### src/hdl/tod_pkg.sv
// Shared types and constants for the time-of-day clock.
package tod_pkg;

  // Field widths.
  localparam int UsW    = 14;
  localparam int FracW  = 16;
  localparam int MilliW = 10;
  localparam int HourW  = 5;
  localparam int MinW   = 6;
  localparam int SecW   = 6;
  localparam int DayMsW = 27;

  // Time constants.
  localparam logic [FracW-1:0]  FRAC_STEP   = 16'd1000;
  localparam logic [MilliW-1:0] MS_PER_SEC  = 10'd1000;
  localparam logic [DayMsW-1:0] MS_PER_HOUR = 27'd3600000;
  localparam logic [DayMsW-1:0] MS_PER_MIN  = 27'd60000;
  localparam logic [SecW-1:0]   SEC_LAST    = 6'd59;
  localparam logic [MinW-1:0]   MIN_LAST    = 6'd59;
  localparam logic [HourW-1:0]  HOUR_LAST   = 5'd23;
  localparam logic [UsW-1:0]    US_RESET    = 14'd640;

  // Request codes.
  localparam logic REQ_TICK = 1'b0;
  localparam logic REQ_SET  = 1'b1;

  // Sequencer states.
  typedef enum logic [2:0] {
    ST_IDLE,
    ST_ADD,
    ST_SUB,
    ST_SEC,
    ST_SETH,
    ST_SETM,
    ST_DONE
  } tod_state_t;

endpackage

### src/hdl/tod_req_if.sv
// Request channel: tick or set-time beats towards the clock.
interface tod_req_if
  import tod_pkg::*;
  ();
  logic             valid;
  logic             ready;
  logic             req_type;
  logic [HourW-1:0] set_hour;
  logic [MinW-1:0]  set_minute;

  modport source (output valid, output req_type, output set_hour, output set_minute,
                  input ready);
  modport sink   (input valid, input req_type, input set_hour, input set_minute,
                  output ready);
endinterface

### src/hdl/tod_rsp_if.sv
// Result channel: current time of day after each request.
interface tod_rsp_if
  import tod_pkg::*;
  ();
  logic              valid;
  logic              ready;
  logic [HourW-1:0]  hour;
  logic [MinW-1:0]   minute;
  logic [SecW-1:0]   second;
  logic [DayMsW-1:0] day_millis;
  logic              second_event;
  logic              minute_event;

  modport source (output valid, output hour, output minute, output second,
                  output day_millis, output second_event, output minute_event,
                  input ready);
  modport sink   (input valid, input hour, input minute, input second,
                  input day_millis, input second_event, input minute_event,
                  output ready);
endinterface

### src/hdl/time_of_day_clock_core.sv
// Time-of-day clock core: fraction accumulator, time counters and result register.
//
// Usage: each beat on req is either a timer tick (req_type = 0) or a set request
// (req_type = 1, loading set_hour and set_minute, clamped to 23 and 59). Every
// beat yields exactly one beat on rsp with hour, minute, second, the millisecond
// of the day and the second and minute event flags for that tick. The user writes
// us_per_tick through cfg_we / cfg_data only while the block is idle (not enforced).
//
// Sequence: a tick passes through an add state; a subtract state, where each whole
// millisecond the tick adds (at most 17; at 640 us per tick 0 or 1) costs one pass
// through the single 16-bit add/subtract unit that serves the fraction accumulator;
// a seconds state that repeats once per second boundary; and a done state. A set
// request passes through the set-hour, set-minute and done states. req is ready
// only while the sequencer is idle, so one request is in flight at a time.
//
// Reset clears the time to midnight, the fraction and the millisecond count, and
// loads us_per_tick with 640. The result sits in an output register; a new
// request is accepted while it waits, and the sequencer holds its finished
// result until the receiver has taken the previous beat.
module time_of_day_clock_core
  import tod_pkg::*;
  (
    input  logic           clk,
    input  logic           rst,
    input  logic           cfg_we,
    input  logic [UsW-1:0] cfg_data,
    tod_req_if.sink        req,
    tod_rsp_if.source      rsp
  );

  tod_state_t state, state_next;

  logic [UsW-1:0]    us_per_tick;
  logic [FracW-1:0]  frac;
  logic [MilliW-1:0] milli;
  logic [SecW-1:0]   sec_reg;
  logic [MinW-1:0]   min_reg;
  logic [HourW-1:0]  hour_reg;
  logic [DayMsW-1:0] day_ms;
  logic              sec_ev;
  logic              min_ev;
  logic [HourW-1:0]  set_h;
  logic [MinW-1:0]   set_m;

  logic              accept;
  logic              out_free;
  logic              out_load;
  logic [FracW-1:0]  alu_b;
  logic [FracW-1:0]  alu_y;
  logic              frac_over;
  logic              milli_full;

  // Handshake and status terms.
  assign accept     = req.valid && req.ready;
  assign out_free   = !rsp.valid || rsp.ready;
  assign frac_over  = frac > FRAC_STEP;
  assign milli_full = milli >= MS_PER_SEC;

  // The shared unit: adds the tick length, or takes one millisecond off.
  always_comb begin
    if (state == ST_ADD) begin
      alu_b = {{(FracW-UsW){1'b0}}, us_per_tick};
    end else begin
      alu_b = ~FRAC_STEP + 16'd1;
    end
    alu_y = frac + alu_b;
  end

  // Next state.
  always_comb begin
    state_next = state;
    case (state)
      ST_IDLE: begin
        if (req.valid) begin
          state_next = (req.req_type == REQ_SET) ? ST_SETH : ST_ADD;
        end
      end
      ST_ADD:  state_next = ST_SUB;
      ST_SUB:  state_next = frac_over ? ST_SUB : ST_SEC;
      ST_SEC:  state_next = milli_full ? ST_SEC : ST_DONE;
      ST_SETH: state_next = ST_SETM;
      ST_SETM: state_next = ST_DONE;
      ST_DONE: state_next = out_free ? ST_IDLE : ST_DONE;
      default: state_next = ST_IDLE;
    endcase
  end

  // Sequencer outputs.
  always_comb begin
    req.ready = (state == ST_IDLE);
    out_load  = (state == ST_DONE) && out_free;
  end

  always_ff @(posedge clk) begin
    if (rst) begin
      state <= ST_IDLE;
    end else begin
      state <= state_next;
    end
  end

  // Configuration register.
  always_ff @(posedge clk) begin
    if (rst) begin
      us_per_tick <= US_RESET;
    end else if (cfg_we) begin
      us_per_tick <= cfg_data;
    end
  end

  // Request capture, with the set values clamped.
  always_ff @(posedge clk) begin
    if (accept) begin
      set_h <= (req.set_hour > HOUR_LAST) ? HOUR_LAST : req.set_hour;
      set_m <= (req.set_minute > MIN_LAST) ? MIN_LAST : req.set_minute;
    end
  end

  // Time-keeping state.
  always_ff @(posedge clk) begin
    if (rst) begin
      frac     <= '0;
      milli    <= '0;
      sec_reg  <= '0;
      min_reg  <= '0;
      hour_reg <= '0;
      day_ms   <= '0;
      sec_ev   <= 1'b0;
      min_ev   <= 1'b0;
    end else begin
      case (state)
        ST_IDLE: begin
          if (accept) begin
            sec_ev <= 1'b0;
            min_ev <= 1'b0;
          end
        end
        ST_ADD: begin
          frac <= alu_y;
        end
        ST_SUB: begin
          if (frac_over) begin
            frac   <= alu_y;
            day_ms <= day_ms + 27'd1;
            milli  <= milli + 10'd1;
          end
        end
        ST_SEC: begin
          // One second boundary per pass, rippling into minutes and hours.
          if (milli_full) begin
            milli  <= milli - MS_PER_SEC;
            sec_ev <= 1'b1;
            if (sec_reg >= SEC_LAST) begin
              sec_reg <= '0;
              min_ev  <= 1'b1;
              if (min_reg >= MIN_LAST) begin
                min_reg <= '0;
                if (hour_reg >= HOUR_LAST) begin
                  hour_reg <= '0;
                  day_ms   <= '0;
                end else begin
                  hour_reg <= hour_reg + 5'd1;
                end
              end else begin
                min_reg <= min_reg + 6'd1;
              end
            end else begin
              sec_reg <= sec_reg + 6'd1;
            end
          end
        end
        ST_SETH: begin
          hour_reg <= set_h;
          min_reg  <= set_m;
          sec_reg  <= '0;
          day_ms   <= {{(DayMsW-HourW){1'b0}}, set_h} * MS_PER_HOUR;
        end
        ST_SETM: begin
          day_ms <= day_ms + {{(DayMsW-MinW){1'b0}}, set_m} * MS_PER_MIN;
        end
        default: begin
        end
      endcase
    end
  end

  // Result register towards the receiver.
  always_ff @(posedge clk) begin
    if (rst) begin
      rsp.valid <= 1'b0;
    end else if (out_load) begin
      rsp.valid <= 1'b1;
    end else if (rsp.ready) begin
      rsp.valid <= 1'b0;
    end
  end

  always_ff @(posedge clk) begin
    if (out_load) begin
      rsp.hour         <= hour_reg;
      rsp.minute       <= min_reg;
      rsp.second       <= sec_reg;
      rsp.day_millis   <= day_ms;
      rsp.second_event <= sec_ev;
      rsp.minute_event <= min_ev;
    end
  end

  // The fraction and millisecond count are fully reduced between requests.
  a_reduced: assert property (@(posedge clk) disable iff (rst)
    (state == ST_IDLE) |-> (frac <= FRAC_STEP) && (milli < MS_PER_SEC))
    else $error("accumulator not reduced at idle");

  // The time counters stay in range.
  a_time_range: assert property (@(posedge clk) disable iff (rst)
    (sec_reg <= SEC_LAST) && (min_reg <= MIN_LAST) && (hour_reg <= HOUR_LAST))
    else $error("time counter out of range");

  // A finished result reaches the output register and the sequencer returns to idle.
  a_load: assert property (@(posedge clk) disable iff (rst)
    out_load |=> rsp.valid && (state == ST_IDLE))
    else $error("result not presented after completion");

  // Set requests never report events.
  a_set_no_event: assert property (@(posedge clk) disable iff (rst)
    (state == ST_SETM) |-> !sec_ev && !min_ev)
    else $error("event flag raised on a set request");

endmodule
### src/flat_wrapper.sv
// flat-port wrapper written by rule: the top's interface ports become plain ports
module time_of_day_clock_core_flat import tod_pkg::*;
  (clk, rst, cfg_we, cfg_data, req_valid, req_req_type, req_set_hour, req_set_minute, req_ready, rsp_valid, rsp_hour, rsp_minute, rsp_second, rsp_day_millis, rsp_second_event, rsp_minute_event, rsp_ready);
  tod_req_if req_i ();
  tod_rsp_if rsp_i ();
  input  logic clk;
  input  logic rst;
  input  logic cfg_we;
  input  logic [UsW-1:0] cfg_data;
  input wire logic [$bits(req_i.valid)-1:0] req_valid;
  input wire logic [$bits(req_i.req_type)-1:0] req_req_type;
  input wire logic [$bits(req_i.set_hour)-1:0] req_set_hour;
  input wire logic [$bits(req_i.set_minute)-1:0] req_set_minute;
  output wire logic [$bits(req_i.ready)-1:0] req_ready;
  output wire logic [$bits(rsp_i.valid)-1:0] rsp_valid;
  output wire logic [$bits(rsp_i.hour)-1:0] rsp_hour;
  output wire logic [$bits(rsp_i.minute)-1:0] rsp_minute;
  output wire logic [$bits(rsp_i.second)-1:0] rsp_second;
  output wire logic [$bits(rsp_i.day_millis)-1:0] rsp_day_millis;
  output wire logic [$bits(rsp_i.second_event)-1:0] rsp_second_event;
  output wire logic [$bits(rsp_i.minute_event)-1:0] rsp_minute_event;
  input wire logic [$bits(rsp_i.ready)-1:0] rsp_ready;
  assign req_i.valid = req_valid;
  assign req_i.req_type = req_req_type;
  assign req_i.set_hour = req_set_hour;
  assign req_i.set_minute = req_set_minute;
  assign req_ready = req_i.ready;
  assign rsp_valid = rsp_i.valid;
  assign rsp_hour = rsp_i.hour;
  assign rsp_minute = rsp_i.minute;
  assign rsp_second = rsp_i.second;
  assign rsp_day_millis = rsp_i.day_millis;
  assign rsp_second_event = rsp_i.second_event;
  assign rsp_minute_event = rsp_i.minute_event;
  assign rsp_i.ready = rsp_ready;
  time_of_day_clock_core u_core (.clk(clk), .rst(rst), .cfg_we(cfg_we), .cfg_data(cfg_data), .req(req_i), .rsp(rsp_i));
endmodule
### config.mk
export PLATFORM = sky130hd
export DESIGN_NAME = time_of_day_clock_core_flat
export DESIGN_NICKNAME = d
export VERILOG_FILES = /design/src/hdl/tod_pkg.sv /design/src/hdl/tod_req_if.sv /design/src/hdl/tod_rsp_if.sv /design/src/hdl/time_of_day_clock_core.sv /design/src/flat_wrapper.sv
export SDC_FILE = /design/constraint.sdc
export NUM_CORES = 1
export LEC_CHECK = 0
export BUFFER_PORTS_ARGS = -buffer_cell sky130_fd_sc_hd__buf_2
export CORE_ASPECT_RATIO = 2
export CORE_UTILIZATION = 45
export DETAILED_ROUTE_END_ITERATION = 8
export GPL_TIMING_DRIVEN = 0
export PLACE_DENSITY = 0.69
export SYNTH_ARGS = -nofsm -noshare
export SYNTH_HDL_FRONTEND = slang
export SYNTH_SLANG_ARGS = --single-unit
### constraint.sdc
create_clock -name clk -period 7 [get_ports clk]
set_input_delay 0.7 -clock clk [delete_from_list [all_inputs] [get_ports clk]]
set_output_delay 0.7 -clock clk [all_outputs]
set_load 0.02 [all_outputs]
==> metrics.txt, run 1 <==
status completed; drt pass-1 iters 6; Vert. Die Dim 217 um; post-cts gate resize count 0; # clock sinks 147; via count 9141; Clock power frac 0.254; Hold Path Origin u_core.day_ms[22]; Final GP Congestion 0.912; PortBufs 77; DIE AREA 23900 um^2; Routed wire per std cell 18.1 um; GRT overflow 0; Max Cap Violations 0; area grow syn2layout 13.6%; Max-Slew Margin vs Limit 0.345; element type at the critical path start register; min cycle time layout 5.62 ns; xor and xnor fraction of the mapped netlist area 0.0503; Area contributors post-synth dfxtp_1 17%, edfxtp_1 16%, ha_1 14%, a21oi_1 4.7%, fa_1 4.4%; Inserted Clock Buffers 17; setup_tns 0 ns; main combinational cell family by area after synthesis compound AO/OA/AOI/OAI gates; core area 22700 um^2; synthesis-stage register bit count 147; Least-Margin Pin Slew 0.981 ns; Largest regs u_core.day_ms: 27 flops, u_core.rsp.day_millis: 27 flops, u_core.frac: 16 flops; Reg2Reg Launch Point u_core.set_m[4]; row count 78; sw power 1.66 mW; Unique masters post-synth 64; Setup CP Type register to register; arrival time worst endpoint 5.92 ns; drc violations 0; Synth async-reset ratio 0; Max Root-Sink Buffers 2; final worst-path cycle share 0.803; Post-Synth Adder-Cell Area 0.183; multiplexer share of the synthesized area 0.0212; setup repair after global routing missed its margin no; Power Dens Cells 338 nW/um^2; crit path launch u_core.set_m[4]; worst IR drop on VDD 0.179 mV; layout cells sized above 1 0.0994; Hold WC Path Type register to register; largest net degree at the start of global routing 28; Final Max Tran Viols 0; Worst-path clk slew 0.07 ns; combinational power share 0.499; Final Hold Viols 0; syn nets 1348; H-tree levels 4; warnings from Yosys 0; vias per inst 5.83; DP Worst Slack 1.42 ns; critical-path maximum fanout 9; Synth top area share 0.173; drt first-iter violations 522; Post-synth EDFFs 57; ANT cells 0; Seq/Total Area, Yosys 0.336; I/O pin cnt 79; f_max 178 MHz; post-synth top area cell dfxtp_1; initial antenna violation count 0; first-pass GRT wire length 44.5 mm; Setup WS post-layout 1.38 ns; Compound-Gate Fraction of Synth Area 0.189; number of nets in the layout 1445; Avg Cell Area, Syn 8.87 um^2; register share of total power 0.247; dpl hpwl 22.2 mm; initial core utilization 0.459; design internal power 2.35 mW; Setup Buffers After CTS 0; Post-synth top flop dfxtp_1; # hold bufs at CTS 0; LEAKAGE 5.02 nW; number of global-route vias before repair 8964; mapped cell area 10400 um^2; DRT Wirelength 28.3 mm; crit end category register; clock skew 0.0134 ns; Switching Share 0.414; Simple-Gate Fraction of Synth Area 0.177; Die Span X 110 um; synthesized instance count 1178; Final Setup Violations 0; clock latency on the worst-skew pair 0.44 ns; CTS root buffer clkbuf_16; CTS tree built; total track usage 0.249; Crit path required time 7.30 ns; final antenna-violating net count 0; Total Power 4.01 mW
kinds of logic (layout without fill, tap and decap cells):
group,Yosys count,count (layout)
AND/OR/NAND/NOR,381,381
AO/OA/AOI/OAI,310,310
flip-flops,147,147
adder cells (fa/ha/maj),139,139
buffers and inverters,119,229
XOR/XNOR,60,60
multiplexers,22,22
power by group through the flow:
stage / sequential [mW] / combinational [mW] / clock [mW]
finish: 0.993 / 2.00 / 1.02
global route: 0.999 / 2.21 / 1.06
CTS: 0.992 / 1.99 / 1.03
detailed placement: 1.01 / 1.97 / 0
global placement: 1.01 / 1.95 / 0
floorplan: 0.996 / 1.49 / 0
cell type report:
class,count,area [um^2]
clock buffers,18,450
flip-flops and latches,147,3510
inverters,72,270
repair buffers,78,405
well taps,280,350
fillers,2131,10900
plain buffers,47,183
multi-input cells,912,6480
clock inverters,14,204
layer usage:
metal | track usage | vias up | part of all wire
met2 | 0.453 | 259 | 0.53
li1 | - | 4447 | -
met3 | 0.0389 | 94 | 0.034
met4 | 0.204 | 0 | 0.083
met5 | 0 | - | 0
met1 | 0.237 | 4341 | 0.35
stage by stage:
step / util / instance area [um^2] / hold WS, ns / instances
floorplan: - / 10400 / 0.406 / 1178
global placement: 0.492 / 11200 / 0.415 / 1535
CTS: 0.522 / 11900 / 0.430 / 1568
finish: 0.522 / 11900 / 0.432 / 1568
global route: 0.522 / 11900 / 0.441 / 1568
detailed placement: 0.493 / 11200 / 0.414 / 1536
worst paths after layout:
check / endpoint / slack [ns] / cells after the start
worst max-delay path: u_core.day_ms[23] / 1.38 / 24
worst min-delay path: u_core.rsp.day_millis[22] / 0.43 / 0
worst max register to register: u_core.day_ms[23] / 1.38 / 24
worst min register to register: u_core.rsp.day_millis[22] / 0.43 / 0
worst max-delay path, cell delays in order, from the launching register on:
cell,delay (ns)
edfxtp_1,0.60
inv_1,0.16
ha_1,0.34
xnor2_1,0.13
ha_1,0.32
ha_1,0.32
ha_1,0.34
nor2b_1,0.15
o21ai_0,0.19
a21oi_1,0.13
o21a_1,0.19
o21ai_0,0.15
nand2b_1,0.10
a21o_1,0.19
xor2_1,0.15
ha_1,0.38
nand2_1,0.08
o21ai_0,0.16
nand2b_1,0.16
o211ai_2,0.14
o21ai_2,0.26
nand2_1,0.12
a221o_1,0.34
a221oi_1,0.31
nor3_1,0.09
synthesized netlist by cell type (3+ instances only):
library cell	number
and3_1	14
a31o_2	3
xor2_1	26
a221o_1	3
nand4_1	15
o21ai_1	5
nand2b_1	28
or2_2	5
o21a_1	11
a41oi_1	3
o21ai_0	68
nand2_1	75
buf_1	4
buf_2	5
nor4_1	11
a311oi_1	4
o2111ai_1	3
fa_1	23
nand3_1	29
o211ai_1	4
a221oi_1	12
a211o_1	5
xnor2_1	34
clkbuf_1	38
nor3_1	39
or3_1	7
nor2_1	116
ha_1	116
nand3b_1	4
mux2i_1	21
dfxtp_1	90
inv_1	72
a211oi_1	15
and2_1	14
o41ai_1	3
o31a_1	4
nor2b_1	16
a31oi_1	12
a21oi_1	99
edfxtp_1	57
a22oi_1	7
a21o_1	26
o21bai_1	3
o22ai_1	3
cell usage in the layout, fill, tap and decap left out, drive strengths merged, types with 5 or more instances in the layout:
cell type,count
o21ai,74
ha,116
a211oi,15
dfxtp,90
and2,15
a21o,26
xnor2,34
a31oi,12
fa,23
nand3,29
nand2b,28
mux2i,21
a221oi,12
o211ai,5
nor3,39
nand2,75
o21a,11
inv,82
a211o,5
clkbuf,56
buf,87
edfxtp,57
or2,5
a21oi,99
and3,14
xor2,26
nor4,11
a22oi,7
nor2b,16
nor2,116
nand4,15
or3,7
(Power assumes the default switching activity.)
==> run 2, diff against run 1 <==
PLACE_DENSITY = 0.71   (was 0.69)
clock period = 5.1 ns   (was 7 ns; I/O delays follow)
==> metrics.txt, run 2 (synthesis gave the netlist of run 1 again) <==
status completed; final worst-path cycle share 0.971; Routed wire per std cell 18.4 um; Final GP Congestion 0.939; register area 3510 um^2; arrival time worst endpoint 5.25 ns; DP Worst Slack -0.499 ns; non-filler cells, final 1585; critical-path maximum fanout 6; drc violations 0; commonest non-fill, non-tap cell in the layout nor2_1; Crit path required time 5.40 ns; Worst-path clk slew 0.07 ns; CTS root buffer clkbuf_16; # hold bufs at CTS 0; LEAKAGE 5.08 nW; DIE AREA 23900 um^2; first-pass GRT wire length 45.6 mm; Largest regs u_core.day_ms: 27 flops, u_core.rsp.day_millis: 27 flops, u_core.frac: 16 flops; # clock sinks 147; Inserted Clock Buffers 17; f_max 202 MHz; fin area 12100 um^2; drt first-iter violations 647; FF-to-FF path depth 21; R2R Path End u_core.day_ms[22]; Reg2Reg Launch Point u_core.set_m[3]; clock latency on the worst-skew pair 0.44 ns; layout cells sized above 1 0.136; DRT Wirelength 29.2 mm; number of nets in the layout 1462; Final Max Tran Viols 0; initial antenna violation count 0; CTS tree built; area grow syn2layout 16.0%; area of the multi-input gates 6700 um^2; I/O pin cnt 79; most frequent cells in the layout 115 x nor2_1, 107 x ha_1, 93 x a21oi_1; Setup CP Type register to register; largest net degree at the start of global routing 28; Power Dens Cells 466 nW/um^2; dpl hpwl 22.1 mm; setup repair after global routing missed its margin yes; worst IR drop on VDD 0.262 mV; Max Cap Violations 0; Final Hold Viols 0; final antenna-violating net count 0; via count 9314; Die Span X 110 um; crit path launch u_core.set_m[3]; Hold WC Path Type input pin to register; Final Setup Violations 0; drt pass-1 iters 7; vias per inst 5.88; final core occ 0.533; row count 78; H-tree levels 4; element type at the critical path start register; DP Area 11200 um^2; Max Root-Sink Buffers 2; Max-Slew Margin vs Limit 0.324; # fillers 2079; Vert. Die Dim 217 um; PortBufs 77; min cycle time layout 4.95 ns; Setup WS post-layout 0.148 ns; Setup crit end u_core.day_ms[22]; clock skew 0.00616 ns; setup slack, reg-to-reg 0.15 ns; ANT cells 0; number of global-route vias before repair 9337; total track usage 0.254; Hold Path Origin cfg_data[9]; Total Power 5.64 mW; initial core utilization 0.459; Least-Margin Pin Slew 1.01 ns; crit end category register; core area 22700 um^2; placed insts 1536; GRT overflow 0
==> run 2: timing repair <==
| action | CTS | global route |
|---|---|---|
| gates resized for setup | 12 | 31 |
| setup buffers | 8 | 9 |
| pin swaps | 6 | 17 |
| setup endpoints to repair | 10 | 9 |
==> run 2: worst min path at each step <==
stage	endpoint	slack, ns	depth (start not counted)
6_report	u_core.us_per_tick[9]	0.27	2
2_1_floorplan	u_core.rsp.day_millis[22]	0.41	0
3_5_place_dp	u_core.rsp.second_event	0.42	0
5_1_grt	u_core.us_per_tick[9]	0.28	2
4_1_cts	u_core.us_per_tick[9]	0.26	2
3_3_place_gp	u_core.rsp.day_millis[22]	0.41	0
==> run 2: critical path: stages (launching register included) <==
cell      delay [ns]
edfxtp_1        0.49
buf_6           0.19
ha_1            0.34
ha_1            0.31
inv_1           0.05
fa_1            0.55
inv_1           0.05
ha_2            0.40
and2_4          0.18
a31oi_4         0.04
and3b_1         0.20
xnor2_1         0.16
ha_1            0.25
o41ai_1         0.45
o211a_1         0.31
o31ai_4         0.10
buf_4           0.15
buf_4           0.13
nand2_1         0.05
o21ai_0         0.07
a211oi_1        0.27
a211oi_1        0.08
==> run 2: per-layer routing <==
| layer | vias to the layer above | track usage | routed length, um | share of wire |
|---|---|---|---|---|
| met4 | 0 | 0.208 | 2530 | 0.086 |
| met5 | - | 0 | 0 | 0 |
| li1 | 4476 | - | - | - |
| met2 | 300 | 0.461 | 15300 | 0.52 |
| met3 | 112 | 0.0442 | 1250 | 0.043 |
| met1 | 4426 | 0.240 | 10200 | 0.35 |
==> run 2: stage by stage <==
| step | setup TNS [ns] | hold WS, ns |
|---|---|---|
| floorplan | 0 | 0.406 |
| global placement | -1.68 | 0.414 |
| detailed placement | -2.75 | 0.417 |
| CTS | 0 | 0.258 |
| global route | -0.174 | 0.280 |
| finish | 0 | 0.268 |
==> run 2: area by class of cell <==
type                            count  share of cell area
Sequential cell                   147               0.290
Timing Repair Buffer               95              0.0446
Tap cell                          280              0.0289
Multi-Input combinational cell    912               0.553
Inverter                           72              0.0223
Clock inverter                     15              0.0115
Clock buffer                       17              0.0351
Buffer                             47              0.0151
==> run 2: power breakdown <==
part | internal, mW | switching, mW | total (mW) | leakage (nW)
Sequential | 1.28 | 0.0722 | 1.36 | 1.25
Clock | 0.645 | 0.578 | 1.22 | 0.283
Combinational | 1.29 | 1.78 | 3.06 | 3.54
Total | 3.22 | 2.43 | 5.64 | 5.08
==> run 3, diff against run 2 <==
ABC_AREA = 1   (was not set)
==> metrics.txt, run 3 <==
Post-synth top flop dfxtp_1; vias per inst 5.35; warnings from Yosys 0; Power Dens Cells 761 nW/um^2; setup repair after global routing missed its margin no; # hold bufs at CTS 0; clock skew 0.0117 ns; WHS Endpoint u_core.us_per_tick[7]; initial core utilization 0.458; syn nets 1776; # clock sinks 147; combinational power share 0.693; CTS tree built; Seq/Total Area, Yosys 0.305; Avg Cell Area, Syn 7.17 um^2; DRT Wirelength 34.6 mm; Final GP Congestion 1.04; setup_tns 0 ns; largest net degree at the start of global routing 28; worst IR drop on VDD 0.329 mV; Max Root-Sink Buffers 2; Clock power frac 0.127; I/O pin cnt 79; final core occ 0.517; number of global-route vias before repair 10891; first-pass GRT wire length 53.4 mm; Max-Slew Margin vs Limit 0.329; Inserted Clock Buffers 17; Setup CP Type register to register; Max Cap Violations 0; drt first-iter violations 583; Synth top area share 0.156; row count 82; Synth async-reset ratio 0; sw power 5.44 mW; # fillers 2562; Largest regs u_core.day_ms: 27 flops, u_core.rsp.day_millis: 27 flops, u_core.frac: 16 flops; Hold Path Stages 3; Switching Share 0.549; element type at the critical path start register; Reg2Reg Launch Point u_core.set_m[3]; status completed; CTS root buffer clkbuf_16; most frequent cells after synthesis 371 x nand2_1, 225 x inv_1, 152 x nor2_1; synthesis-stage register bit count 147; final antenna-violating net count 0; min cycle time layout 4.90 ns; Hold WC Path Type input pin to register; LEAKAGE 6.16 nW; total track usage 0.272; area grow syn2layout 12.9%; via count 11018; Worst-path clk slew 0.07 ns; Final Setup Violations 0; Area contributors post-synth dfxtp_1 16%, edfxtp_1 15%, ha_1 13%, nand2_1 12%, inv_1 7.3%; commonest non-fill, non-tap cell in the layout nand2_1; register share of total power 0.180; Final Hold Viols 0; Post-synth EDFFs 57; Die Span X 115 um; f_max 204 MHz; clock latency on the worst-skew pair 0.46 ns; post-synth top area cell dfxtp_1; synthesized instance count 1606; layout cells sized above 1 0.0992; Final Max Tran Viols 0; GRT overflow 0; most frequent cells in the layout 371 x nand2_1, 225 x inv_1, 150 x nor2_1; dpl hpwl 28.1 mm; DIE AREA 26300 um^2; arrival time worst endpoint 5.29 ns; Hold Path Origin cfg_data[7]; setup slack, reg-to-reg 0.20 ns; ANT cells 0; Least-Margin Pin Slew 0.999 ns; design internal power 4.46 mW; Routed wire per std cell 16.8 um; PortBufs 78; H-tree levels 4; critical-path maximum fanout 8; drt pass-1 iters 5; mapped cell area 11500 um^2; Unique masters post-synth 51; core area 25100 um^2; drc violations 0; Crit path required time 5.49 ns; final worst-path cycle share 0.961; initial antenna violation count 0; most frequent cell after synthesis nand2_1; Vert. Die Dim 228 um; FF-to-FF path depth 21; number of nets in the layout 1880; crit end category register; R2R Path End u_core.day_ms[22]
-- run 3: changes by cell type in the layout (fill, tap and decap cells not counted), sizes merged, moves of 16 or more --
cell,previous run,this run
nand3,29,83
nand2b,28,0
mux2i,21,0
inv,81,243
a21o,26,4
nor2b,16,0
nand2,75,379
a21oi,99,148
o21ai,74,115
nand3b,4,20
nor2,116,156
clkbuf,55,39
-- run 3: through the flow --
| step | total power, mW | hold slack, ns | setup slack [ns] | instance area [um^2] | cells |
|---|---|---|---|---|---|
| 2_1_floorplan | 6.71 | 0.403 | 1.03 | 11500 | 1606 |
| 3_5_place_dp | 8.55 | 0.419 | 0.0943 | 12400 | 2021 |
| 4_1_cts | 9.85 | 0.255 | 0.0575 | 13000 | 2053 |
| 5_1_grt | 10.8 | 0.269 | 0.00420 | 13000 | 2059 |
| 6_report | 9.90 | 0.271 | 0.199 | 13000 | 2059 |
| 3_3_place_gp | 8.43 | 0.409 | 0.0892 | 12300 | 2020 |
-- run 3: timing repair --
action / in CTS / in global routing
gates resized for setup: 0 / 2
endpoints found under the setup margin: 0 / 9
setup buffers: 0 / 6
-- run 3: power by group through the flow --
stage | sequential (mW) | combinational, mW | clock [mW]
finish | 1.78 | 6.85 | 1.26
global route | 1.81 | 7.70 | 1.31
CTS | 1.78 | 6.79 | 1.28
detailed placement | 1.80 | 6.74 | 0
global placement | 1.80 | 6.63 | 0
floorplan | 1.71 | 5.00 | 0
-- run 3: logic make-up after synthesis --
group                      Yosys count  share of synthesized area
and+or+nand+nor                    709                      0.267
DFF                                147                      0.305
AOI/OAI and AO/OA                  295                      0.134
buffers and inverters              267                     0.0902
adders and majority gates          139                      0.166
xor gates and xnor gates            49                     0.0373
-- run 3: worst max-delay path: stages, from the launching register on --
cell and delay [ns]:
edfxtp_1 0.54, ha_1 0.38, ha_1 0.34, fa_1 0.48, ha_1 0.38, a21o_1 0.18, nor2_1 0.11, nand2_1 0.11
nand2_1 0.07, nand2_1 0.09, a211oi_1 0.27, xor2_1 0.43, ha_1 0.37, a21oi_1 0.24, o21ai_0 0.18, a21oi_2 0.19
nand2_1 0.07, nand2_1 0.05, nand3_1 0.08, nand2_1 0.07, nand2_1 0.04, a21oi_1 0.14
-- run 3: cell type report --
class / instances / area, um^2 / share of cell area
multi-input cells: 1192 / 6980 / 0.537
flip-flops and latches: 147 / 3510 / 0.270
inverters: 234 / 881 / 0.0677
repair buffers: 85 / 463 / 0.0356
clock buffers: 17 / 425 / 0.0327
well taps: 336 / 420 / 0.0323
clock inverters: 15 / 159 / 0.0122
plain buffers: 33 / 159 / 0.0122
-- run 3: worst max-delay path by stage --
stage,start,endpoint,slack (ns),cells past startpoint
after floorplan,u_core.set_m[4],u_core.day_ms[26],1.03,25
after CTS,u_core.set_m[4],u_core.day_ms[22],0.06,24
final,u_core.set_m[3],u_core.day_ms[22],0.20,21
after global placement,u_core.set_m[3],u_core.day_ms[22],0.09,21
after global routing,u_core.set_m[3],u_core.day_ms[22],0.004,21
after detailed placement,u_core.set_m[4],u_core.day_ms[22],0.09,24
-- run 3: layer usage --
layer | track usage | share of wire | vias up
met1 | 0.239 | 0.33 | 5069
met3 | 0.0460 | 0.040 | 134
met4 | 0.215 | 0.078 | 0
met2 | 0.521 | 0.56 | 315
met5 | 0 | 0 | -
li1 | - | - | 5500
